==> src/rtl/core/fccp_pkg.sv <==
`timescale 1ns / 1ps
`default_nettype none

package fccp_pkg;

    // Fixed Q16.16 formats of the contact fields.
    localparam int DATA_W      = 32;
    localparam int FRAC_W      = 16;
    localparam int COEF_W      = 21;
    localparam int DIVISOR_W   = DATA_W - 1;
    localparam int DIV_W       = DATA_W + FRAC_W;
    localparam int PROD_W      = COEF_W + DIVISOR_W;
    localparam int PP_HALF_W   = PROD_W / 2;
    localparam int SQUARE_W    = 2 * PROD_W;
    localparam int MRN_W       = 2 * DATA_W;
    localparam int ROOT_W      = MRN_W / 2;
    localparam int ROOT_REM_W  = ROOT_W + 1;
    localparam int SCALE_W     = DATA_W + 2;
    localparam int SCALE_SPLIT = SCALE_W - FRAC_W;
    localparam int SCALED_W    = DATA_W + SCALE_W;
    localparam int LANES       = 3;

    localparam int QUEUE_DEPTH = 4;
    localparam int QUEUE_AW    = 2;

    typedef enum logic [1:0] {
        MODE_SEPARATED = 2'd0,
        MODE_STICK     = 2'd1,
        MODE_SLIP      = 2'd2
    } fccp_mode_t;

    // One classified contact as it waits in the queue.
    typedef struct packed {
        logic                 drop;
        logic                 bad;
        logic                 neg_a;
        logic                 neg_b;
        logic [DATA_W-1:0]    mag_n;
        logic [DATA_W-1:0]    mag_a;
        logic [DATA_W-1:0]    mag_b;
        logic [DIVISOR_W-1:0] div_n;
        logic [DIVISOR_W-1:0] div_a;
        logic [DIVISOR_W-1:0] div_b;
    } fccp_item_t;

    // Working context of one contact in the back pipeline.
    typedef struct packed {
        logic                 drop;
        logic                 bad;
        logic                 neg_a;
        logic                 neg_b;
        logic                 slip;
        logic [DIVISOR_W-1:0] z_n;
        logic [DATA_W-1:0]    mag_a;
        logic [DATA_W-1:0]    mag_b;
        logic [PROD_W-1:0]    p;
        logic [MRN_W-1:0]     mrn;
    } fccp_ctx_t;

endpackage

`default_nettype wire

==> src/rtl/core/fccp_queue.sv <==
`timescale 1ns / 1ps
`default_nettype none

module fccp_queue (
    input  logic                  clk,
    input  logic                  rst_n,
    input  logic                  push,
    input  fccp_pkg::fccp_item_t  push_item,
    output logic                  full,
    input  logic                  pop,
    output logic                  empty,
    output fccp_pkg::fccp_item_t  head_item
);

    localparam logic [fccp_pkg::QUEUE_AW:0] DEPTH_C =
        (fccp_pkg::QUEUE_AW + 1)'(fccp_pkg::QUEUE_DEPTH);

    fccp_pkg::fccp_item_t          entry_reg [fccp_pkg::QUEUE_DEPTH];
    logic [fccp_pkg::QUEUE_AW-1:0] wr_ptr_reg;
    logic [fccp_pkg::QUEUE_AW-1:0] rd_ptr_reg;
    logic [fccp_pkg::QUEUE_AW:0]   count_reg;
    logic [fccp_pkg::QUEUE_AW:0]   count_next;

    assign full      = (count_reg == DEPTH_C);
    assign empty     = (count_reg == '0);
    assign head_item = entry_reg[rd_ptr_reg];

    always_comb
    begin
        count_next = count_reg;
        if (push && !pop)
        begin
            count_next = count_reg + 1'b1;
        end
        else if (pop && !push)
        begin
            count_next = count_reg - 1'b1;
        end
    end

    always_ff @(posedge clk or negedge rst_n)
    begin
        if (!rst_n)
        begin
            wr_ptr_reg <= '0;
            rd_ptr_reg <= '0;
            count_reg  <= '0;
        end
        else
        begin
            count_reg <= count_next;
            if (push)
            begin
                wr_ptr_reg <= wr_ptr_reg + 1'b1;
            end
            if (pop)
            begin
                rd_ptr_reg <= rd_ptr_reg + 1'b1;
            end
        end
    end

    always_ff @(posedge clk)
    begin
        if (push)
        begin
            entry_reg[wr_ptr_reg] <= push_item;
        end
    end

endmodule

`default_nettype wire

==> config.mk <==
export PLATFORM = sky130hd
export DESIGN_NAME = fccp_queue
export DESIGN_NICKNAME = d
export VERILOG_FILES = /design/src/rtl/core/fccp_pkg.sv /design/src/rtl/core/fccp_queue.sv
export SDC_FILE = /design/constraint.sdc
export NUM_CORES = 1
export LEC_CHECK = 0
export ABC_CLOCK_PERIOD_IN_PS = 6900
export BUFFER_PORTS_ARGS = -buffer_cell sky130_fd_sc_hd__buf_2
export CAP_MARGIN = 20
export CORE_MARGIN = 10
export CORE_UTILIZATION = 57
export CTS_CLUSTER_SIZE = 24
export DETAILED_ROUTE_END_ITERATION = 10
export PLACE_DENSITY_LB_ADDON = 0.3
export SYNTH_ARGS = -nofsm -noshare
export SYNTH_HDL_FRONTEND = slang
export SYNTH_SLANG_ARGS = --single-unit
==> constraint.sdc <==
create_clock -name clk -period 6.9 [get_ports clk]
set_input_delay 1.035 -clock clk [delete_from_list [all_inputs] [get_ports clk]]
set_output_delay 1.035 -clock clk [all_outputs]
set_load 0.02 [all_outputs]
* Yosys cells after proc, flatten, opt, wreduce, memory -nomap -nowiden
Memory sizes are Yosys's and may differ from the RTL's.
Cells that the tools add are included.
** Storage, ports and cells
- RAM bits :: 772
- ROM bits :: 0
- Bits in latches :: 0
- Input port bits :: 197
- Memories kept :: 1
- Bits in registers :: 7
- Output and inout port bits :: 195
- Logic and storage cells :: 19
** Memories
- entry_reg :: depth 4, width 193, rd ports 1, clocked after Yosys merged registers in 0, write ports 1, RTL line fccp_queue.sv:18 : fccp_pkg::fccp_item_t entry_reg [fccp_pkg::QUEUE_DEPTH];
** Operators by class
- Shift operators :: 0
- Mux-type cells :: 4
- Order comparisons :: 0
- Eq/ne operators :: 1
- Bitwise logic cells :: 0
- Multipliers :: 0
- $add $sub $neg :: 4
- Div/mod/pow operators :: 0
- Reduce and logical (&&, ||, !) cells :: 6
** Operator list (number)
- 2-to-1 mux 3 bit :: 2
- adder 2 x 1 -> 2 bit (second input constant) :: 2
- adder 3 x 1 -> 3 bit (second input constant) :: 1
- == test 3 bit (second input constant) :: 1
- logical NOT 3 bit :: 1
- subtractor 3 x 1 -> 3 bit (second input constant) :: 1
- logical AND 1 bit :: 2
- logical NOT 1 bit :: 2
- 2-to-1 mux 1 bit :: 2
- nonzero test 2 bit :: 1

* Depth between registers and ports, before layout
- Depth after elaboration :: 4
- Gate-level depth with buffers :: 7
- Depth with buffers taken out :: 7

* Worst setup path after synthesis
Ideal clock, no wire load.
- Path kind :: input port to flip-flop
- Start point :: in push
- End point :: mem entry_reg[1][0] (netlist bit) (enable)
- Setup slack :: 907 ps
- Required time :: 6324 ps
- Path buffers :: 0
- Arrival :: 5417 ps
- Library setup time :: 576 ps
- Stages on the path :: 1
- Cell sequence :: and2_1
** On the way
- Cells in the longest elaborated chain, start to end :: 2
** Ends and longest elaborated chain
- start: declaration :: RTL line fccp_queue.sv:7 : input logic push,
- 2-to-1 mux 1 bit :: RTL line fccp_queue.sv:65 : if (push)
- 2-to-1 mux 1 bit (implied by the code) :: RTL line fccp_queue.sv:67 : entry_reg[wr_ptr_reg] <= push_item;
- end: declaration :: RTL line fccp_queue.sv:18
No other way between the ends.

==> results.toml <==
[outcome]
status = "finished, final reports clean"

[clock_network]
cts_buffers = 78
path_clk_slew_ns = 0.06
clk_latency_ns = 0.61
h-tree-depth = 3
clock_path_buffers = 3
ctsResizeCount = 0
cts_setup_buffers = 0
tritoncts = "yes"
cts_hold_buf = 0
cts_sinks = 779
cts-root-buf = "clkbuf_16"

[final_layout]
final_common_cell = "edfxtp_1"
n_fill_cell = 2987
largest_reg_flops = 772
area_growth_pct = 17.9
final-seq-area_sq_um = 23400
drive_gt1_share_pct = 45.8
multiInputGateArea_sq_um = 4560
nets = 1685
final_util_pct = 68.0
layout_common_cells = "772 x edfxtp_1, 391 x buf_2, 193 x mux4_2"

[floorplan]
fp.dieH_um = 243
rows = 81
ios = 392
coreArea_sq_um = 49000
die_w_um = 243
dieArea_sq_um = 58900
start_util_pct = 57.7

[critical_path]
crit_chain = "buf_12 -> mux4_2 -> buf_2"
crit_path_max_fanout = 80
r2r_setup_slack_ns = 4.36
critPathArrivalTime_ns = 3.14
cp-end-kind = "output port"
slowest_stage = "dfrtp_4"
required_ns = 5.86
crit_family = "flip-flops"
r2r_start = "wr_ptr_reg[0]$_DFFE_PN0P_"
crit_buf_inv = 2
rr_worst_depth = 4
cpPeakStageDelay_ns = 1.01
r2r-end = "entry_reg[2][92]$_DFFE_PP_"
timing_worst_setup_path_type = "reg2out"
critPathLaunchType = "flop"

[route]
first_pass_iters = 5
drt_iter0_markers = 914
wl_per_cell_um = 25.5
drt_wl_total_um = 56600
num_vias = 12600
drc_errors = 0
antenna_left = 0
vias_per_cell = 5.68

[timing]
fin_skew_ns = 0.0159
tightest_slew_ns = 0.942
finalCritPeriodShare_pct = 60.5
finalSetupViolations = 0
max_clock_freq_mhz = 240
rsz0062_at_grt = "false"
drv_slew = 0
maxSlewHeadroom_pct = 37.2
hold_viol = 0
finalWorstSetupSlack_ns = 2.73
period_minus_slack_ns = 4.17
tns_ns = 0

[placed_design]
portBuffers = 391
dp_hpwl_um = 34500
place.gp.congestion = 0.724
preCtsSetupSlack_ns = 3.26

[global_routing]
grt_pass1_wl_um = 85800
gr-total-overflow = 0
antenna_found_initial = 19
grt_max_degree = 103
grt_pass1_vias = 13400
grt_usage_pct = 19.3

[synthesis]
synth_cells = 1043
yosysWarningCount = 0
syn_area_sq_um = 28200
yosysSeqAreaShare_pct = 82.7
yosysUniqueCellTypes = 18
synth.avg_cell_area_sq_um = 27.1
syn_nets = 1246
ys_seq_elements = 779

[pwr]
peakVddDrop_uv = 351
p_per_area_nw_per_um2 = 450
p_total_uw = 15000
p_leak_uw = 0.0113

[hold_path]
min-delay-path-class = "in2async"

[run]
maxCapViolations = 0
==> metrics by stage <==
| step | std cells | cell area [sq um] | hold WS [ns] |
|---|---|---|---|
| after floorplan | 1043 | 28200 | 0.456 |
| after global placement | 2066 | 30900 | 0.470 |
| after detailed placement | 2066 | 30900 | 0.490 |
| after CTS | 2203 | 33300 | 0.227 |
| after global routing | 2209 | 33300 | 0.248 |
| final | 2215 | 33300 | 0.269 |
==> final cells by class <==
type,count,share of cell area (%)
sequential,779,70.2
multi-input combinational,216,13.7
timing repair buffer,403,6.41
clock buffer,106,6.27
tap,664,2.50
clock inverter,31,0.823
antenna,12,0.0902
inverter,4,0.0451
==> worst reg2reg max path, cell delays in order (launching register included) <==
cell	delay, ns
dfrtp_1	0.42
inv_1	0.10
ha_1	0.15
and2_4	0.67
buf_4	0.79
==> report_power, final <==
| group | internal [uW] | switching (uW) |
|---|---|---|
| registers | 6190 | 326 |
| clock network | 2270 | 1650 |
| logic | 1800 | 2750 |
==> worst max-delay path by stage <==
| stage | from | end | slack, ns | depth (start not counted) |
|---|---|---|---|---|
| 2_1_floorplan | push | entry_reg[1][0]$_DFFE_PP_ | 0.91 | 1 |
| 3_3_place_gp | rd_ptr_reg[0]$_DFFE_PN0P_ | head_item[71] | 3.26 | 3 |
| 3_5_place_dp | rd_ptr_reg[0]$_DFFE_PN0P_ | head_item[71] | 3.26 | 3 |
| 4_1_cts | rd_ptr_reg[0]$_DFFE_PN0P_ | head_item[71] | 2.60 | 3 |
| 5_1_grt | rd_ptr_reg[0]$_DFFE_PN0P_ | head_item[78] | 2.45 | 3 |
| 6_report | rd_ptr_reg[0]$_DFFE_PN0P_ | head_item[56] | 2.73 | 3 |
==> cell usage after synthesis <==
library cell / instances / area share [%]
clkbuf_1: 4 / 0.053
mux2_2: 1 / 0.040
and2_1: 4 / 0.089
inv_1: 4 / 0.053
nand2_1: 2 / 0.027
edfxtp_1: 772 / 82
nor3b_1: 1 / 0.027
o21ai_0: 1 / 0.018
nor3_1: 1 / 0.018
buf_2: 22 / 0.39
buf_6: 18 / 0.72
nor2_1: 1 / 0.013
fa_1: 1 / 0.071
xnor2_1: 2 / 0.062
dfrtp_1: 7 / 0.62
ha_1: 5 / 0.22
xor2_1: 4 / 0.12
mux4_2: 193 / 15
==> logic make-up after synthesis <==
group                    synth area share [%]
flip-flops                               82.7
multiplexers                             15.4
buffers and inverters                    1.21
AND/OR/NAND/NOR                         0.173
XOR/XNOR                                0.186
adder cells (fa/ha/maj)                 0.292
AO/OA/AOI/OAI                          0.0177
==> per-layer routing <==
layer / GRT usage [%] / wire length (um)
met4: 6.71 / 1310
met1: 25.1 / 21700
met5: 0 / 128
met2: 30.3 / 28500
met3: 6.57 / 4980
Note: power is estimated with default switching activity, not from simulation.
