<file path="config.mk">
export PLATFORM = sky130hd
export DESIGN_NAME = fccp_front
export DESIGN_NICKNAME = d
export VERILOG_FILES = /design/src/rtl/core/fccp_pkg.sv /design/src/rtl/core/fccp_front.sv
export SDC_FILE = /design/constraint.sdc
export NUM_CORES = 1
export LEC_CHECK = 0
export BUFFER_PORTS_ARGS = -buffer_cell sky130_fd_sc_hd__buf_2
export CORE_AREA = 8 8 143 145
export DETAILED_ROUTE_END_ITERATION = 16
export DIE_AREA = 0 0 151 153
export PLACE_DENSITY = 0.57
export SLEW_MARGIN = 20
export SYNTH_ARGS = -nofsm -noshare
export SYNTH_HDL_FRONTEND = slang
export SYNTH_SLANG_ARGS = --single-unit
</file>
<file path="constraint.sdc">
create_clock -name vclk -period 2.2
set_clock_uncertainty 0.2 [all_clocks]
set_input_delay 0.33 -clock vclk [all_inputs]
set_output_delay 0.33 -clock vclk [all_outputs]
set_load 0.02 [all_outputs]
</file>
<file path="src/rtl/core/fccp_pkg.sv">
`timescale 1ns / 1ps
`default_nettype none

package fccp_pkg;

    // Fixed Q16.16 formats of the contact fields.
    localparam int DATA_W      = 32;
    localparam int FRAC_W      = 16;
    localparam int COEF_W      = 21;
    localparam int DIVISOR_W   = DATA_W - 1;
    localparam int DIV_W       = DATA_W + FRAC_W;
    localparam int PROD_W      = COEF_W + DIVISOR_W;
    localparam int PP_HALF_W   = PROD_W / 2;
    localparam int SQUARE_W    = 2 * PROD_W;
    localparam int MRN_W       = 2 * DATA_W;
    localparam int ROOT_W      = MRN_W / 2;
    localparam int ROOT_REM_W  = ROOT_W + 1;
    localparam int SCALE_W     = DATA_W + 2;
    localparam int SCALE_SPLIT = SCALE_W - FRAC_W;
    localparam int SCALED_W    = DATA_W + SCALE_W;
    localparam int LANES       = 3;

    localparam int QUEUE_DEPTH = 4;
    localparam int QUEUE_AW    = 2;

    typedef enum logic [1:0] {
        MODE_SEPARATED = 2'd0,
        MODE_STICK     = 2'd1,
        MODE_SLIP      = 2'd2
    } fccp_mode_t;

    // One classified contact as it waits in the queue.
    typedef struct packed {
        logic                 drop;
        logic                 bad;
        logic                 neg_a;
        logic                 neg_b;
        logic [DATA_W-1:0]    mag_n;
        logic [DATA_W-1:0]    mag_a;
        logic [DATA_W-1:0]    mag_b;
        logic [DIVISOR_W-1:0] div_n;
        logic [DIVISOR_W-1:0] div_a;
        logic [DIVISOR_W-1:0] div_b;
    } fccp_item_t;

    // Working context of one contact in the back pipeline.
    typedef struct packed {
        logic                 drop;
        logic                 bad;
        logic                 neg_a;
        logic                 neg_b;
        logic                 slip;
        logic [DIVISOR_W-1:0] z_n;
        logic [DATA_W-1:0]    mag_a;
        logic [DATA_W-1:0]    mag_b;
        logic [PROD_W-1:0]    p;
        logic [MRN_W-1:0]     mrn;
    } fccp_ctx_t;

endpackage

`default_nettype wire

</file>
<file path="src/rtl/core/fccp_front.sv">
`timescale 1ns / 1ps
`default_nettype none

module fccp_front (
    input  logic                                 in_valid,
    output logic                                 in_ready,
    input  logic signed [fccp_pkg::DATA_W-1:0]   rhs_normal,
    input  logic signed [fccp_pkg::DATA_W-1:0]   rhs_tangent_a,
    input  logic signed [fccp_pkg::DATA_W-1:0]   rhs_tangent_b,
    input  logic signed [fccp_pkg::DATA_W-1:0]   diag_normal,
    input  logic signed [fccp_pkg::DATA_W-1:0]   diag_tangent_a,
    input  logic signed [fccp_pkg::DATA_W-1:0]   diag_tangent_b,
    input  logic                                 queue_full,
    output logic                                 push,
    output fccp_pkg::fccp_item_t                 push_item
);

    logic separated;
    logic bad_diag;

    // A positive normal value means the contact opens; diagonals are then ignored.
    assign separated = !rhs_normal[fccp_pkg::DATA_W-1] && (rhs_normal != '0);
    assign bad_diag  = !separated
                       && (diag_normal[fccp_pkg::DATA_W-1] || (diag_normal == '0)
                           || diag_tangent_a[fccp_pkg::DATA_W-1] || (diag_tangent_a == '0)
                           || diag_tangent_b[fccp_pkg::DATA_W-1] || (diag_tangent_b == '0));

    assign in_ready = !queue_full;
    assign push     = in_valid && !queue_full;

    always_comb
    begin
        push_item.drop  = separated || bad_diag;
        push_item.bad   = bad_diag;
        push_item.neg_a = !rhs_tangent_a[fccp_pkg::DATA_W-1] && (rhs_tangent_a != '0);
        push_item.neg_b = !rhs_tangent_b[fccp_pkg::DATA_W-1] && (rhs_tangent_b != '0);
        push_item.mag_n = -rhs_normal;
        push_item.mag_a = rhs_tangent_a[fccp_pkg::DATA_W-1] ? -rhs_tangent_a : rhs_tangent_a;
        push_item.mag_b = rhs_tangent_b[fccp_pkg::DATA_W-1] ? -rhs_tangent_b : rhs_tangent_b;
        push_item.div_n = diag_normal[fccp_pkg::DIVISOR_W-1:0];
        push_item.div_a = diag_tangent_a[fccp_pkg::DIVISOR_W-1:0];
        push_item.div_b = diag_tangent_b[fccp_pkg::DIVISOR_W-1:0];
    end

endmodule

`default_nettype wire

</file>
## Word-level counts from Yosys, hierarchy flattened

Index checks and enable logic that the tools add are counted.

| word-level totals | value |
|---|---|
| input port bits | 194 |
| register bits after elaboration | 0 |
| output and inout port bits | 195 |
| logic and storage cells | 27 |

| cells by class | value |
|---|---|
| add/sub/neg operators | 3 |
| multiplexer cells | 2 |
| reduce and logical (&&, ||, !) cells | 22 |

Operator list:

| operator | number |
|---|---|
| logical NOT 32 bit | 3 |
| negation 32 bit | 3 |
| nonzero test 32 bit | 3 |
| 2-to-1 mux 32 bit | 2 |
| logical OR 1 bit | 6 |
| logical AND 1 bit | 5 |
| logical NOT 1 bit | 5 |

## Logic depth before layout (Yosys ltp)

Gate-level depths: netlist of the first run.

| logic depth | value |
|---|---|
| word-level depth | 8 |
| depth in mapped cells | 9 |
| depth with buffers taken out | 7 |

## Worst setup path after synthesis of the first run

OpenSTA, ideal clock, no wires.

| path | value |
|---|---|
| path type | in2out |
| start point | input rhs_tangent_a[11] in the netlist's numbering |
| end point | output push_item[156] in the netlist's numbering |
| cell stages on the path | 4 |
| data arrival time | 2.142 ns |
| required time | 1.670 ns |
| buffers on the path | 0 |
| slack | -0.472 ns |
| cells stage by stage | or4_4 nor4_4 nand3_2 nor4b_1 |

RTL lines:

| element | line | RTL |
|---|---|---|
| from (decl) | fccp_front.sv:8 | `input logic signed [fccp_pkg::DATA_W-1:0] rhs_tangent_a,` |
| to (decl) | fccp_front.sv:15 | `output fccp_pkg::fccp_item_t push_item` |

==> results of run 1 <==
## synthesized netlist by cell type (all sizes together), types with 3 or more instances
cell,number,area (um^2)
buf,102,751
xnor2,78,683
nor4,37,274
nand2,26,100
nor2,25,93.8
o21ai,22,110
nor3,18,111
o31ai,17,158
or4,15,131
o41ai,11,134
nand4,10,75.1
xor2,9,78.8
inv,7,26.3
clkbuf,6,22.5
nand2b,6,37.5
or3,5,31.3
nand3,4,25.0
ha,3,37.5
## report_power, final
group / total [W] / internal [W] / switching, W
registers: 0 / 0 / 0
logic: 0.00166 / 0.000761 / 0.000901
clock network: 0.0000000000608 / 0.0000000000608 / 0
total: 0.00166 / 0.000761 / 0.000901
## area by class of cell
cell class	count	share of cell area, %
antenna	1	0.0327
inverter	7	0.702
multi-input combinational	298	46.5
tap	234	3.82
timing repair buffer	548	48.9
## worst paths after layout
| path | from | cells after the start | endpoint |
|---|---|---|---|
| max | rhs_tangent_a[1] | 8 | push_item[152] |
| min | diag_tangent_b[25] | 2 | push_item[25] |
## logic make-up after synthesis
| kind of cell | count (synthesis) | synth area share [%] |
|---|---|---|
| xor gates and xnor gates | 87 | 25.6 |
| AOI/OAI and AO/OA | 52 | 14.1 |
| buffers and inverters | 115 | 26.9 |
| and+or+nand+nor | 156 | 32.2 |
| adders and majority gates | 3 | 1.26 |
## metal layers
metal / vias up / track usage, % / routed length, um
li1: 2282 / - / -
met1: 2240 / 18.1 / 7470
met2: 227 / 30.0 / 10700
met3: 30 / 3.42 / 1880
met4: 2 / 3.72 / 601
met5: - / 0 / 10
## repair_timing
item	4_1_cts	5_1_grt
endpoints found under the setup margin	82	86
setup buffers	22	21
gates resized for setup	248	62
pin swaps	60	48
hold buffers	0	0
## per-stage QoR
step | utilization, % | area (um^2) | setup WS (ns) | hold WS (ns)
after global routing | 42.0 | 7660 | -0.623 | 0.702
final | 42.0 | 7660 | -0.563 | 0.695
after detailed placement | 33.4 | 6100 | -0.630 | 0.697
after floorplan | - | 3700 | -0.278 | 0.497
after global placement | 33.4 | 6100 | -0.575 | 0.694
after CTS | 40.0 | 7300 | -0.557 | 0.697
==> key figures, run 1 <==
Finish
  • Commonest non-fill, non-tap cells in the layout: buf_2, buf_4, buf_6
  • Final non-filler cell total: 1088
  • Clock buf count: 0
  • Fillers: ~1800
  • Area Overhead vs Synth: 158%
  • Final nets: approximately 1100
  • Commonest non-fill, non-tap cell in the layout: buf_2
  • Seq cells: 0
  • Multi-input gate area: between 3000 and 4000 um^2
  • Share of cells above drive strength 1: a little over four fifths
  • Register area: 0 um^2

Critical path
  • CP Data Required Time: around 1.7 ns
  • Critical Path Sink Type: output pin
  • Worst path max stage delay: about 0.56 ns
  • Crit path max-delay family: simple AND/OR/NAND/NOR gates
  • Critical-path cell list: buf_6 > or4_4 > nor4_4 > nand3_4 > buf_12 > o41ai_4 > xnor2_2 > buf_4
  • CP max stage cell: or4_4
  • Buf+Inv Stages, Crit Path: 3
  • Worst EP arrival: 2.23 ns
  • CP Max Fanout: 4
  • Critical path startpoint category: primary input
  • WS Path Type: in2out

STA
  • Tcrit/Tclk final: 126%
  • Hold Fails Final Rpt: 0
  • Setup_tns: -23.75 ns
  • Post-route minimum period: approximately 2.8 ns
  • Maximum clock frequency: between 300 and 400 MHz
  • Worst-Margin Slew: around 0.43 ns
  • Final setup viols: 75
  • Rel. slew slack: 71.2%
  • Final slew viol count: 0
  • Setup ws final: -0.563 ns
  • RSZ-0062 raised after global routing: true

Floorplanning
  • # rows: 50
  • Ports: 389
  • CORE AREA: 18300 um^2
  • Die height: 153 um
  • Die area: 23100 um^2
  • Die Span X: 151 um
  • Starting Density: 16.3%

Place
  • DP Wirelength: about 18000 um
  • Routability cong.: 0.873
  • I/O Buffers: 389
  • Placed cells: 1051

Global route
  • Largest net degree at the start of global routing: 19
  • Gr usage total: between 10% and 20%
  • Initial antenna violation count: 2
  • Global-route wire length before repair: slightly below 30000 um
  • Vias in the first global route: 5111
  • Gr ovfl total: 0

Power
  • Leakage power: 3.64 nW
  • VDD IR max: around 0.00012 V
  • Overall Power: ~0.0017 W
  • Pwr dens: 217 nW/um^2

Yosys
  • Sequential fraction of the synthesis area: 0%
  • Yosys warns: 0
  • Synth cell types: 41
  • Syn_nets: 610
  • Syn Area/Cell: about 7.2 um^2
  • Synth Cell Area: 2970 um^2
  • Mapped Cells: a little over 400

Drt
  • First-pass iteration count of the detailed router: 4
  • Drt via density: 4.39
  • DRC: 0
  • DRT iter0 DRCs: roughly 100
  • Vias: 4781
  • DRT Wirelength: 20700 um
  • DR WL/cell: 19.0 um
  • Post-route antenna net violation count: 0

Run status
  • Status: finished with violations
  • Failing checks: setup timing

Min path
  • Worst hold path class: in2out

Flow run
  • Max-cap violation count: 0
No activity file was read; power rests on OpenSTA's default activity.
==> run 2, diff against run 1 <==
--- a/config.mk
+++ b/config.mk
@@ -9,7 +9,8 @@
 export CORE_AREA = 8 8 143 145
 export DETAILED_ROUTE_END_ITERATION = 16
 export DIE_AREA = 0 0 151 153
-export PLACE_DENSITY = 0.57
+export GPL_ROUTABILITY_DRIVEN = 0
+export PLACE_DENSITY_LB_ADDON = 0.12
 export SLEW_MARGIN = 20
 export SYNTH_ARGS = -nofsm -noshare
 export SYNTH_HDL_FRONTEND = slang
==> run 2 against run 1 <==
The run still ends with setup timing left; critical path depth unchanged; sequential cell count did not move; non-clock buffer count down 7; final area shrank 1.2%; cell count shrank 0.46%; die area is the same; core utilization shrank 0.49 points; via count decreased by 1.5%; first-iteration DRC count shrank 18%; global-route usage fell by 0.098 points; count of clock-buffer cells in the layout is the same; sequential share of layout area unchanged; critical path type unchanged; largest cell class unchanged; largest power group unchanged.
==> key figures, run 2 (synthesized netlist as in run 1, its figures left out) <==
Power
  • Cell-internal power: 0.000743 W (-2.4%)
  • Gate power share: 100.0% (about the same)
  • Switch share: 54.3% (+0.11 points)
  • Pwr dens: 215 nW/um^2 (-0.97%)
  • Clock Power Share: 0% (unchanged)
  • P_sw: 0.000884 W (-1.9%)
  • VDD IR max: 0.000136 V (+16%)
  • Leakage power: 3.61 nW (-0.71%)
  • Sequential power share: 0% (unchanged)

Finish
  • Clock buf count: 0 (unchanged)
  • Final non-filler cell total: 1083 (-0.46%)
  • Seq cells: 0 (unchanged)
  • Share of cells above drive strength 1: 84.8% (-0.24 points)
  • Final nets: 1045 (-0.67%)
  • Commonest non-fill, non-tap cell in the layout: buf_2
  • Register area: 0 um^2 (unchanged)
  • Area Overhead vs Synth: 155%
  • Commonest non-fill, non-tap cells in the layout: buf_2, buf_4, buf_6

Floorplanning
  • Ports: 389 (unchanged)
  • # rows: 50 (unchanged)
  • Die Span X: 151 um (unchanged)
  • Die height: 153 um (unchanged)
  • Starting Density: 16.3% (unchanged)
  • CORE AREA: 18300 um^2 (unchanged)
  • Die area: 23100 um^2 (unchanged)

Drt
  • DR WL/cell: 18.9 um (-0.44%)
  • Drt via density: 4.35 (-1.1%)
  • Post-route antenna net violation count: 0 (unchanged)
  • First-pass iteration count of the detailed router: 4 (unchanged)
  • DRC: 0 (unchanged)
  • DRT iter0 DRCs: 85 (-18%)
  • DRT Wirelength: 20500 um (-0.90%)
  • Vias: 4708 (-1.5%)

Global route
  • Initial antenna violation count: 6 (+4)
  • Gr ovfl total: 0 (unchanged)
  • Vias in the first global route: 5132 (+0.41%)
  • Largest net degree at the start of global routing: 34 (+15)
  • Global-route wire length before repair: 29500 um (-0.37%)
  • Gr usage total: 16.0% (-0.098 points)

Place
  • DP Wirelength: 18200 um (+3.7%)
  • I/O Buffers: 389 (unchanged)
  • Placed cells: 1046 (-0.48%)
  • Pre-CTS setup slack: -0.600 ns (+0.0296 ns)

Critical path
  • CP max stage cell: or4_4
  • CP Data Required Time: 1.67 ns (about the same)
  • Critical-path cell list: buf_6 > or4_4 > nor3_4 > buf_6 > nand4_4 > o41ai_4 > xnor2_2 > buf_4
  • Crit path max-delay family: simple AND/OR/NAND/NOR gates
  • CP Max Fanout: 4 (unchanged)
  • WS Path Type: in2out
  • CP startpoint: rhs_tangent_b[6]
  • Top cell by count, worst path: buf_6
  • Worst path max stage delay: 0.57 ns (about the same)
  • Critical Path Sink Type: output pin
  • Worst EP arrival: 2.17 ns (-0.06 ns)
  • Buf+Inv Stages, Crit Path: 3 (unchanged)
  • Critical path startpoint category: primary input
  • Worst Setup EP: push_item[120]
  • Critical path depth: 8 (unchanged)

Flow run
  • Max-cap violation count: 0 (unchanged)

STA
  • Final hold slack: 0.694 ns (-0.000867 ns)
  • Worst-Margin Slew: 0.546 ns (+0.117 ns)
  • Hold Fails Final Rpt: 0 (unchanged)
  • Tcrit/Tclk final: 123% (-3.0 points)
  • Post-route minimum period: 2.70 ns (-0.0668 ns)
  • Maximum clock frequency: 371 MHz (+2.5%)
  • Final slew viol count: 0 (unchanged)
  • Setup ws final: -0.496 ns (+0.0668 ns)
  • RSZ-0062 raised after global routing: true
  • Rel. slew slack: 63.6% (-7.6 points)
  • Final setup viols: 80 (+6.7%)

Run status
  • Status: finished with violations
  • Failing checks: setup timing

Min path
  • Worst hold path class: in2out

Clocking
  • Hold_buf cts: 0 (unchanged)
run 2: cell type report:
cell class | count | area [um^2]
antenna | 3 | 7.51
fill | 1917 | 10700
inverter | 7 | 48.8
multi-input combinational | 298 | 3550
tap | 234 | 293
timing repair buffer | 541 | 3670
run 2: metal layers:
metal / track usage (%) / share of wire [%] / up-vias
met1: 15.5 / 32 / 2220
li1: - / - / 2270
met2: 32.8 / 58 / 190
met4: 4.29 / 2.7 / 2
met5: 0 / 0.039 / -
met3: 3.01 / 7.5 / 26
run 2: power groups by stage:
stage          logic (W)  clock network, W  registers (W)
3_3_place_gp     0.00140                 0              0
2_1_floorplan   0.000782                 0              0
3_5_place_dp     0.00141                 0              0
4_1_cts          0.00160                 0              0
5_1_grt          0.00172    0.000000000183              0
6_report         0.00163    0.000000000183              0
run 2: how the worst min path moves through the flow:
stage,startpoint,end,depth (start not counted)
after global routing,diag_tangent_b[20],push_item[20],2
final,diag_tangent_a[17],push_item[48],2
after floorplan,rhs_tangent_b[30],push_item[124],1
after CTS,diag_tangent_a[17],push_item[48],2
after detailed placement,diag_tangent_a[17],push_item[48],2
after global placement,diag_tangent_a[17],push_item[48],2
run 2: per-stage QoR:
stage               utilization [%]  TNS (ns)  power [W]  instance area, um^2
floorplan                         -     -8.07   0.000782                 3700
global placement               33.2    -30.07    0.00140                 6060
detailed placement             33.2    -30.95    0.00141                 6060
CTS                            39.1    -26.75    0.00160                 7140
global route                   41.5    -30.58    0.00172                 7570
finish                         41.5    -25.89    0.00163                 7570
run 2: timing repair:
item / in CTS / in global routing
pin swaps: 58 / 56
buffers inserted: 14 / 26
setup endpoints to repair: 83 / 84
gates resized for setup: 234 / 62
==> run 3, diff against run 2 <==
--- a/config.mk
+++ b/config.mk
@@ -11,6 +11,7 @@
 export DIE_AREA = 0 0 151 153
 export GPL_ROUTABILITY_DRIVEN = 0
 export PLACE_DENSITY_LB_ADDON = 0.12
+export SETUP_SLACK_MARGIN = 0.05
 export SLEW_MARGIN = 20
 export SYNTH_ARGS = -nofsm -noshare
 export SYNTH_HDL_FRONTEND = slang
==> run 3 against run 2 <==
The run still ends with setup timing left; non-clock buffer count increased by 2; sequential cell count unchanged; cell count grew 0.28%; global-route usage rose by 0.65 points; core utilization grew 0.35 points; combinational power barely moved; routed wire length grew 2.6%; count of clock-buffer cells in the layout did not move; critical endpoint is now push_item[152]; largest power group unchanged; highest routed layer is now met4.
==> key figures, run 3 (synthesized netlist as in run 1, its figures left out) <==
STA
  • Setup ws final: -0.510 ns (-0.0137 ns)
  • Rel. slew slack: 57.3% (-6.3 points)
  • Hold Fails Final Rpt: 0 (unchanged)
  • Maximum clock frequency: 369 MHz (-0.51%)
  • Final hold slack: 0.693 ns (-0.000967 ns)
  • Post-route minimum period: 2.71 ns (+0.0137 ns)
  • Worst-Margin Slew: 0.640 ns (+0.0944 ns)
  • Tcrit/Tclk final: 123% (+0.62 points)
  • Final slew viol count: 0 (unchanged)
  • Final setup viols: 76 (-5.0%)
  • RSZ-0062 raised after global routing: true

Finish
  • Register area: 0 um^2 (unchanged)
  • Clock buf count: 0 (unchanged)
  • Design area: 7640 um^2 (+0.84%)
  • Share of cells above drive strength 1: 85.5% (+0.74 points)
  • Final non-filler cell total: 1086 (+0.28%)
  • Commonest non-fill, non-tap cells in the layout: buf_2, buf_4, buf_6
  • Commonest non-fill, non-tap cell in the layout: buf_2
  • Final nets: 1047 (+0.19%)
  • Area Overhead vs Synth: 157%
  • Fillers: 1871 (-2.4%)
  • Seq cells: 0 (unchanged)
  • Multi-input gate area: 3600 um^2 (+1.4%)

Critical path
  • Critical Path Sink Type: output pin
  • Critical path startpoint category: primary input
  • Worst EP arrival: 2.18 ns (about the same)
  • CP Max Fanout: 7 (+3)
  • WS Path Type: in2out
  • CP Data Required Time: 1.67 ns (about the same)

Global route
  • Gr usage total: 16.7% (+0.65 points)
  • Global-route wire length before repair: 30500 um (+3.3%)
  • Largest net degree at the start of global routing: 24 (-29%)
  • Initial antenna violation count: 4 (-2)
  • Met1 GRT Util: 15.4% (-0.086 points)
  • Vias in the first global route: 5288 (+3.0%)
  • Grt met2 use: 33.9% (+1.0 points)
  • Grt peak-use layer: met2
  • Grt met3 use: 5.05% (+2.0 points)
  • Gr ovfl total: 0 (unchanged)

Drt
  • DRC: 0 (unchanged)
  • DRT iter0 DRCs: 90 (+5.9%)
  • DRT Wirelength: 21100 um (+2.6%)
  • Post-route antenna net violation count: 0 (unchanged)
  • Vias: 4729 (+0.45%)
  • Drt via density: 4.35 (+0.17%)
  • First-pass iteration count of the detailed router: 4 (unchanged)
  • DR WL/cell: 19.4 um (+2.4%)

Floorplanning
  • Ports: 389 (unchanged)
  • CORE AREA: 18300 um^2 (unchanged)
  • Die Span X: 151 um (unchanged)
  • # rows: 50 (unchanged)
  • Die height: 153 um (unchanged)
  • Die area: 23100 um^2 (unchanged)
  • Starting Density: 16.3% (unchanged)

Run status
  • Failing checks: setup timing
  • Status: finished with violations

Min path
  • Worst hold path class: in2out
  • WHS Path Cells: 2 (unchanged)

Flow run
  • Max-cap violation count: 0 (unchanged)

Power
  • Overall Power: 0.00165 W (+1.2%)
  • VDD IR max: 0.000115 V (-15%)
  • Pwr dens: 215 nW/um^2 (+0.31%)
  • Leakage power: 3.62 nW (+0.15%)

Place
  • Placed instance area: 6100 um^2 (+0.62%)
  • Placed cells: 1048 (+0.19%)
  • DP Wirelength: 18800 um (+3.3%)
  • I/O Buffers: 389 (unchanged)

Clocking
  • Hold_buf cts: 0 (unchanged)
[run 3: cell count changes in the layout (fill, tap and decap cells not counted), sizes merged]
cell and delta:
buf +2, clkinv +1, inv -1, diode +1
[run 3: per-layer routing]
metal  up-vias  share of wire, %  wire [um]
met4         0               2.3        483
met5         -                 0          0
li1       2274                 -          -
met2       195                56      11800
met1      2244                32       6670
met3        16               9.8       2070
[run 3: path summary, 6_finish.rpt]
kind,slack (ns),end,startpoint
min,0.69,push_item[37],diag_tangent_a[6]
max,-0.51,push_item[152],rhs_tangent_a[9]
[run 3: metrics by stage]
stage / setup WS [ns] / utilization (%) / setup TNS (ns)
detailed placement: -0.592 / 33.4 / -30.55
global route: -0.573 / 41.8 / -27.06
floorplan: -0.278 / - / -8.10
finish: -0.510 / 41.8 / -22.61
global placement: -0.583 / 33.4 / -29.43
CTS: -0.529 / 39.8 / -23.91
[run 3: what timing repair did]
action,CTS,global route
buffers inserted,18,26
resized for setup,257,52
endpoints found under the hold margin,0,0
endpoints found under the setup margin,84,85
pin swaps,58,58
gates cloned,0,0
[run 3: cell type report]
type / instances / share of cell area, %
Inverter: 7 / 0.672
Multi-Input combinational cell: 298 / 47.2
Timing Repair Buffer: 543 / 48.2
Antenna cell: 4 / 0.131
Tap cell: 234 / 3.83
[run 3: critical path: stages]
cell,delay (ns)
buf_6,0.09
or4_4,0.55
nor4_4,0.35
nand3_4,0.23
o41ai_4,0.29
xnor2_2,0.15
buf_4,0.17
[run 3: where the power goes]
part           switching (W)       total (W)    internal [W]
Clock                      0  0.000000000244  0.000000000244
Combinational       0.000894         0.00165        0.000752
Sequential                 0               0               0
